## src/rtl/stream_unique_filter_core_macros.svh

```systemverilog
// ----------------------------------------------------------------------------
// Assertion macros for the stream unique filter
// Concurrent assertion shorthands, clocked on clk_i and disabled in reset.
// ----------------------------------------------------------------------------
`ifndef STREAM_UNIQUE_FILTER_CORE_MACROS_SVH
`define STREAM_UNIQUE_FILTER_CORE_MACROS_SVH

// Property must hold at every rising edge out of reset.
`define SUFR_ASSERT(label, prop, msg) \
  label: assert property (@(posedge clk_i) disable iff (!rst_ni) (prop)) else $error(msg);

// Expression must never be true at a rising edge out of reset.
`define SUFR_ASSERT_NEVER(label, expr, msg) \
  label: assert property (@(posedge clk_i) disable iff (!rst_ni) !(expr)) else $error(msg);

`endif

```

## src/rtl/sufr_pkg.sv

```systemverilog
// ----------------------------------------------------------------------------
// sufr_pkg
// Shared types for the stream unique filter: the token that walks the cell
// chain and the control state encoding.
// ----------------------------------------------------------------------------
package sufr_pkg;

  localparam int unsigned ValueW = 32;
  localparam int unsigned CountW = 5;

  // Token handed from cell to cell, one cell per cycle.
  typedef struct packed {
    logic              vld;
    logic              last;
    logic              hit;
    logic              stored;
    logic [ValueW-1:0] value;
  } sufr_token_t;

  typedef enum logic [1:0] {
    S_IDLE,
    S_RUN,
    S_HOLD
  } sufr_state_e;

endpackage

```

## src/rtl/stream_unique_filter_core.sv

```systemverilog
// An accepted transaction walks the cell chain, waits in the result register
// and then moves to the output register that drives out_valid_o. The token
// walks the chain one cell per cycle and only one is in flight: no new input
// is taken until the result moves on, which waits for a free output register.
// Reset (rst_ni low, asynchronous) empties the store and clears all handshakes.
// ----------------------------------------------------------------------------
// stream_unique_filter_core
// First-occurrence duplicate flagging over sets of 32-bit values, with a
// store of DEPTH distinct values held in a chain of compare cells.
// ----------------------------------------------------------------------------
`include "stream_unique_filter_core_macros.svh"

module stream_unique_filter_core #(
  parameter int unsigned DEPTH = 16
) (
  input  logic                            clk_i,
  input  logic                            rst_ni,
  input  logic                            in_valid_i,
  output logic                            in_ready_o,
  input  logic [sufr_pkg::ValueW-1:0]     value_i,
  input  logic                            last_i,
  output logic                            out_valid_o,
  input  logic                            out_ready_i,
  output logic [sufr_pkg::ValueW-1:0]     value_out_o,
  output logic                            is_new_o,
  output logic [sufr_pkg::CountW-1:0]     unique_count_o,
  output logic                            overflow_o,
  output logic                            last_out_o
);
  import sufr_pkg::*;

  localparam int unsigned CntW = $clog2(DEPTH + 1);

  sufr_state_e       state_q, state_d;
  sufr_token_t       tok [DEPTH+1];
  logic              in_fire;
  logic              move;
  logic              clear;
  logic [CntW-1:0]   cnt_q, cnt_d, cnt_rep;
  logic [CntW+4:0]   cnt_ext;

  logic              res_new_q, res_ovf_q, res_last_q;
  logic [ValueW-1:0] res_value_q;
  logic [CountW-1:0] res_cnt_q;

  logic              out_valid_q;
  logic              out_new_q, out_ovf_q, out_last_q;
  logic [ValueW-1:0] out_value_q;
  logic [CountW-1:0] out_cnt_q;

  // Next state: one transaction at a time walks the chain.
  always_comb begin
    state_d = state_q;
    case (state_q)
      S_IDLE:  if (in_fire) state_d = S_RUN;
      S_RUN:   if (tok[DEPTH].vld) state_d = S_HOLD;
      S_HOLD:  if (move) state_d = S_IDLE;
      default: state_d = S_IDLE;
    endcase
  end

  // State outputs.
  always_comb begin
    in_ready_o = 1'b0;
    move       = 1'b0;
    case (state_q)
      S_IDLE:  in_ready_o = 1'b1;
      S_HOLD:  move = !out_valid_q || out_ready_i;
      default: begin
        in_ready_o = 1'b0;
        move       = 1'b0;
      end
    endcase
  end

  assign in_fire = in_valid_i && in_ready_o;

  // Token entering the first cell.
  always_comb begin
    tok[0].vld    = in_fire;
    tok[0].last   = last_i;
    tok[0].hit    = 1'b0;
    tok[0].stored = 1'b0;
    tok[0].value  = value_i;
  end

  // The store: a row of compare cells.
  for (genvar g = 0; g < DEPTH; g++) begin : g_cell
    sufr_cell u_cell (
      .clk_i   (clk_i),
      .rst_ni  (rst_ni),
      .clear_i (clear),
      .tok_i   (tok[g]),
      .tok_o   (tok[g+1])
    );
  end

  // Running count; the reported figure includes this value, then a set end clears.
  assign cnt_rep = tok[DEPTH].stored ? (cnt_q + CntW'(1)) : cnt_q;
  assign cnt_ext = {5'd0, cnt_rep};
  assign clear   = tok[DEPTH].vld && tok[DEPTH].last;

  always_comb begin
    cnt_d = cnt_q;
    if (tok[DEPTH].vld) begin
      cnt_d = tok[DEPTH].last ? '0 : cnt_rep;
    end
  end

  // Control registers.
  always_ff @(posedge clk_i or negedge rst_ni) begin
    if (!rst_ni) begin
      state_q     <= S_IDLE;
      cnt_q       <= '0;
      out_valid_q <= 1'b0;
    end else begin
      state_q <= state_d;
      cnt_q   <= cnt_d;
      if (move) begin
        out_valid_q <= 1'b1;
      end else if (out_ready_i) begin
        out_valid_q <= 1'b0;
      end
    end
  end

  // Result held at the chain end until the output register is free.
  always_ff @(posedge clk_i) begin
    if (tok[DEPTH].vld) begin
      res_value_q <= tok[DEPTH].value;
      res_new_q   <= !tok[DEPTH].hit;
      res_ovf_q   <= !tok[DEPTH].hit && !tok[DEPTH].stored;
      res_cnt_q   <= cnt_ext[CountW-1:0];
      res_last_q  <= tok[DEPTH].last;
    end
  end

  // Output register.
  always_ff @(posedge clk_i) begin
    if (move) begin
      out_value_q <= res_value_q;
      out_new_q   <= res_new_q;
      out_ovf_q   <= res_ovf_q;
      out_cnt_q   <= res_cnt_q;
      out_last_q  <= res_last_q;
    end
  end

  assign out_valid_o    = out_valid_q;
  assign value_out_o    = out_value_q;
  assign is_new_o       = out_new_q;
  assign unique_count_o = out_cnt_q;
  assign overflow_o     = out_ovf_q;
  assign last_out_o     = out_last_q;

  // Checks on the control logic.
  `SUFR_ASSERT_NEVER(a_tok_only_in_run, tok[DEPTH].vld && (state_q != S_RUN),
                     "token left chain outside RUN")
  `SUFR_ASSERT_NEVER(a_cnt_bound, cnt_q > CntW'(DEPTH), "unique count above store depth")
  `SUFR_ASSERT_NEVER(a_hit_and_store,
                     tok[DEPTH].vld && tok[DEPTH].hit && tok[DEPTH].stored,
                     "value both matched and stored")
  `SUFR_ASSERT(a_accept_runs, in_fire |=> (state_q == S_RUN),
               "accepted transaction did not start the chain")

endmodule

```

## src/rtl/sufr_cell.sv

```systemverilog
// ----------------------------------------------------------------------------
// sufr_cell
// One entry of the distinct-value store. Compares the passing token with its
// entry, claims the token's value when empty, and hands the token on.
// ----------------------------------------------------------------------------
module sufr_cell (
  input  logic                 clk_i,
  input  logic                 rst_ni,
  input  logic                 clear_i,
  input  sufr_pkg::sufr_token_t tok_i,
  output sufr_pkg::sufr_token_t tok_o
);
  import sufr_pkg::*;

  logic              valid_q, valid_d;
  logic [ValueW-1:0] value_q;
  sufr_token_t       tok_q, tok_d;
  logic              match;
  logic              claim;

  // Compare with the held entry; an empty cell takes a value nobody matched.
  // Cells fill in order, so every entry ahead of the first empty cell has
  // already been compared by the time the token reaches it.
  assign match = valid_q && (value_q == tok_i.value);
  assign claim = tok_i.vld && !valid_q && !tok_i.hit && !tok_i.stored;

  always_comb begin
    tok_d        = tok_i;
    tok_d.hit    = tok_i.hit || match;
    tok_d.stored = tok_i.stored || claim;
    valid_d      = valid_q;
    if (clear_i) begin
      valid_d = 1'b0;
    end else if (claim) begin
      valid_d = 1'b1;
    end
  end

  // Control state: entry valid flag and the token handed to the next cell.
  always_ff @(posedge clk_i or negedge rst_ni) begin
    if (!rst_ni) begin
      valid_q <= 1'b0;
      tok_q   <= '0;
    end else begin
      valid_q <= valid_d;
      tok_q   <= tok_d;
    end
  end

  // Payload: entry value.
  always_ff @(posedge clk_i) begin
    if (claim) begin
      value_q <= tok_i.value;
    end
  end

  assign tok_o = tok_q;

endmodule
```

## config.mk

```make
export PLATFORM = sky130hd
export DESIGN_NAME = stream_unique_filter_core
export DESIGN_NICKNAME = d
export VERILOG_FILES = /design/src/rtl/sufr_pkg.sv /design/src/rtl/stream_unique_filter_core.sv /design/src/rtl/sufr_cell.sv
export VERILOG_INCLUDE_DIRS = /design/src /design/src/rtl
export SDC_FILE = /design/constraint.sdc
export NUM_CORES = 1
export LEC_CHECK = 0
export BUFFER_PORTS_ARGS = -buffer_cell sky130_fd_sc_hd__buf_4
export CAP_MARGIN = 20
export CORE_UTILIZATION = 40
export DETAILED_ROUTE_END_ITERATION = 10
export GPL_TIMING_DRIVEN = 0
export PLACE_DENSITY_LB_ADDON = 0.05
export SYNTH_ARGS = -nofsm -noshare
export SYNTH_HDL_FRONTEND = slang
export SYNTH_SLANG_ARGS = --single-unit
```

## constraint.sdc

```tcl
create_clock -name clk_i -period 4.5 [get_ports clk_i]
set_input_delay 1.125 -clock clk_i [delete_from_list [all_inputs] [get_ports clk_i]]
set_output_delay 1.125 -clock clk_i [all_outputs]
set_load 0.02 [all_outputs]
```

==> results.json <==
{
  "rsz0062_at_grt": "false",
  "criticalPathCategory": "register to output port",
  "grt_max_degree": 114,
  "cpPeakStageDelay_ps": 410,
  "grt_antenna_before_repair": 1,
  "synth_top_area_cell": "edfxtp_1",
  "setup_violations": 0,
  "worstReg2RegEnd": "g_cell[0].u_cell.value_q[6]",
  "nets": 2243,
  "h-tree-depth": 3,
  "overflow": 0,
  "cp.required_ps": 3380,
  "wl_um": 72400,
  "end_kind": "output port",
  "drt_iter0_drc": 832,
  "synth_top_area_share_pct": 45.4,
  "synth_cell_type_count": 28,
  "drc": 8,
  "timing.hold.ws_ps": 278,
  "critPathMaxFanout": 4,
  "portBuffers": 78,
  "drtAntennaViolNets": 0,
  "hold_path_class": "input pin to asynchronous set/reset pin",
  "path_clk_slew_ps": 60,
  "final_cells": 3589,
  "cts_hold_buf": 0,
  "cts_resized": 0,
  "worst_pin_slew_ps": 1060,
  "areaGrowthSynthToFinish_pct": 16.5,
  "reg2reg_slack_ps": 2530,
  "p_per_area_nw_per_um2": 500,
  "critPathBufInv": 1,
  "synthCells": 1992,
  "violations": "DRC",
  "ys_seq_area_share_pct": 83.8,
  "hold_viol": 0,
  "cts_sinks": 1192,
  "fp.dieH_um": 315,
  "period_needed_ps": 2500,
  "crit_family": "flip-flops",
  "finClkSkew_ps": 24.0,
  "fillers": 8161,
  "r2r-start": "state_q[1]",
  "hpwlAfterDp_um": 49300,
  "fin_util_pct": 47.0,
  "crit_cells": 2,
  "routabilityCongestion": 0.724,
  "slew_viol_final": 0,
  "start_util_pct": 40.4,
  "synth_area_leaders": "edfxtp_1, dfrtp_1, xnor2_1",
  "critPathLaunchType": "register",
  "finalCritPeriodShare_pct": 55.5,
  "layout-drive-gt1-share_pct": 13.9,
  "p_leak_nw": 16.6,
  "ios": 79,
  "endpoint": "in_ready_o",
  "synth-seq-cells": 1192,
  "netlist_area_um2": 39100,
  "root_buffer": "clkbuf_16",
  "crit_start": "state_q[1]",
  "cts_made_buffers": 120,
  "die-width_um": 315,
  "crit_chain": "nor2_1, buf_4",
  "core_region_area_um2": 96900,
  "syn_avg_cell_area_um2": 19.6,
  "r2r_cells": 3,
  "max_freq_mhz": 400,
  "cts_max_path_buffers": 3,
  "maxCapViolations": 0,
  "grt_pass1_vias": 18000,
  "cts_tree": "done",
  "syn-num-nets": 2030,
  "post_cts_buffers": 0,
  "first_pass_iters": 7,
  "grt_pass1_wl_um": 114000,
  "wl_per_cell_um": 20.2,
  "clock_latency_ps": 690,
  "cp_slowest_cell": "dfrtp_1",
  "placed_cells": 3359,
  "slew-limit-headroom_pct": 28.9,
  "routed_via_density": 4.57,
  "yosys_warnings": 0,
  "fp-row-count": 114,
  "status": "complete, but fails checks",
  "track_usage_pct": 15.2,
  "ir_worst_vdd_mv": 0.320,
  "fp.dieArea_um2": 99100,
  "cp.arrival_ps": 1370,
  "diodes": 0,
  "vias": 16400
}
==> Yosys cell counts, drive strengths merged <==
| cell type | count |
|---|---|
| o21ai | 1 |
| o21a | 16 |
| dfrtp | 600 |
| nor2 | 4 |
| nand4 | 93 |
| and2 | 1 |
| nor3 | 17 |
| nand2 | 4 |
| nand2b | 3 |
| o22ai | 1 |
| nand3 | 17 |
| buf | 2 |
| ha | 1 |
| inv | 3 |
| edfxtp | 592 |
| nor2b | 18 |
| mux2 | 1 |
| nor4 | 37 |
| a31o | 15 |
| nor3b | 15 |
| mux2i | 1 |
| xnor2 | 424 |
| a22o | 5 |
| or2 | 15 |
| xor2 | 91 |
| and3 | 14 |
| o2111ai | 1 |
==> cell families (layout without fill, tap and decap cells) <==
group                      after synthesis  in the layout  share of synthesized area, %
DFF                                   1192           1192                          83.8
xor gates and xnor gates               515            515                          11.5
and+or+nand+nor                        238            238                          3.71
AOI/OAI and AO/OA                       39             39                         0.806
buffers and inverters                    5            326                        0.0544
muxes                                    2              2                        0.0544
adders and majority gates                1              1                        0.0320
==> power breakdown <==
group	total (mW)	internal, mW	leakage [nW]	switching (mW)
clock	9.48	5.44	1.89	4.03
sequential	12.5	12.0	12.4	0.463
combinational	0.806	0.393	2.28	0.412
total	22.8	17.9	16.6	4.91
==> worst reg2reg max path: stages (launching register included) <==
cell and delay [ps]:
dfrtp_1 410, nor2_1 140, and2_1 230, nor2b_4 810
==> layout by cell type (no fill, tap or decap), drive strengths merged <==
cell,n
clkinvlp,2
and3,14
o21ai,1
mux2,1
and2,1
nor3,17
xnor2,424
or2,15
nor3b,15
a22o,5
nand2,4
o2111ai,1
mux2i,1
nand3,17
nand4,93
nor2,4
nor4,37
clkinv,48
bufinv,3
xor2,91
o21a,16
inv,7
edfxtp,592
a31o,15
clkbuf,173
nand2b,3
buf,93
o22ai,1
ha,1
dfrtp,600
nor2b,18
==> per-layer routing <==
metal	vias to the layer above	wire [um]	share of wire (%)	global-route usage, %
met2	197	35800	49	24.9
met4	0	1570	2.2	4.09
met3	119	2210	3.0	2.66
met1	8532	32800	45	20.9
li1	7557	-	-	-
met5	-	0	0	0
==> per-stage QoR <==
stage	power [mW]	TNS (ps)	setup WS, ps	area, um2
global route	23.7	0	1890	45600
floorplan	13.0	0	992	39100
global placement	13.5	-2769310	-4690	41300
finish	22.8	0	2000	45600
detailed placement	13.6	0	1800	41700
CTS	23.2	0	1930	45600
==> worst min-delay path by stage <==
stage / from / depth (start not counted) / to / slack (ps)
final: rst_ni / 1 / g_cell[10].u_cell.tok_o[21] / 280
after global routing: rst_ni / 1 / g_cell[10].u_cell.tok_o[30] / 230
after CTS: rst_ni / 1 / g_cell[10].u_cell.tok_o[30] / 220
after detailed placement: g_cell[12].u_cell.tok_o[34] / 0 / g_cell[13].u_cell.tok_o[34] / 340
after global placement: g_cell[0].u_cell.tok_o[34] / 0 / g_cell[1].u_cell.tok_o[34] / 330
after floorplan: g_cell[9].u_cell.tok_o[34] / 0 / g_cell[10].u_cell.tok_o[34] / 330
==> state kept, by name, indices dropped and copies added, names as in the netlist <==
signal                 flops
g_cell.u_cell.valid_q     16
state_q                    2
res_cnt_q                  5
res_ovf_q                  1
is_new_o                   1
last_out_o                 1
g_cell.u_cell.value_q    512
unique_count_o             5
overflow_o                 1
res_new_q                  1
out_valid_o                1
value_out_o               32
res_last_q                 1
res_value_q               32
g_cell.u_cell.tok_o      576
cnt_q                      5
==> layout make-up <==
type	count	area, um2	area share [%]
flip-flops and latches	1192	32800	72.0
multi-input cells	795	6440	14.1
clock buffers	173	3420	7.50
well taps	1276	1600	3.50
repair buffers	91	898	1.97
clock inverters	57	395	0.868
inverters	3	11.3	0.0247
plain buffers	2	10.0	0.0220
Power figures use the tool's default switching activity.
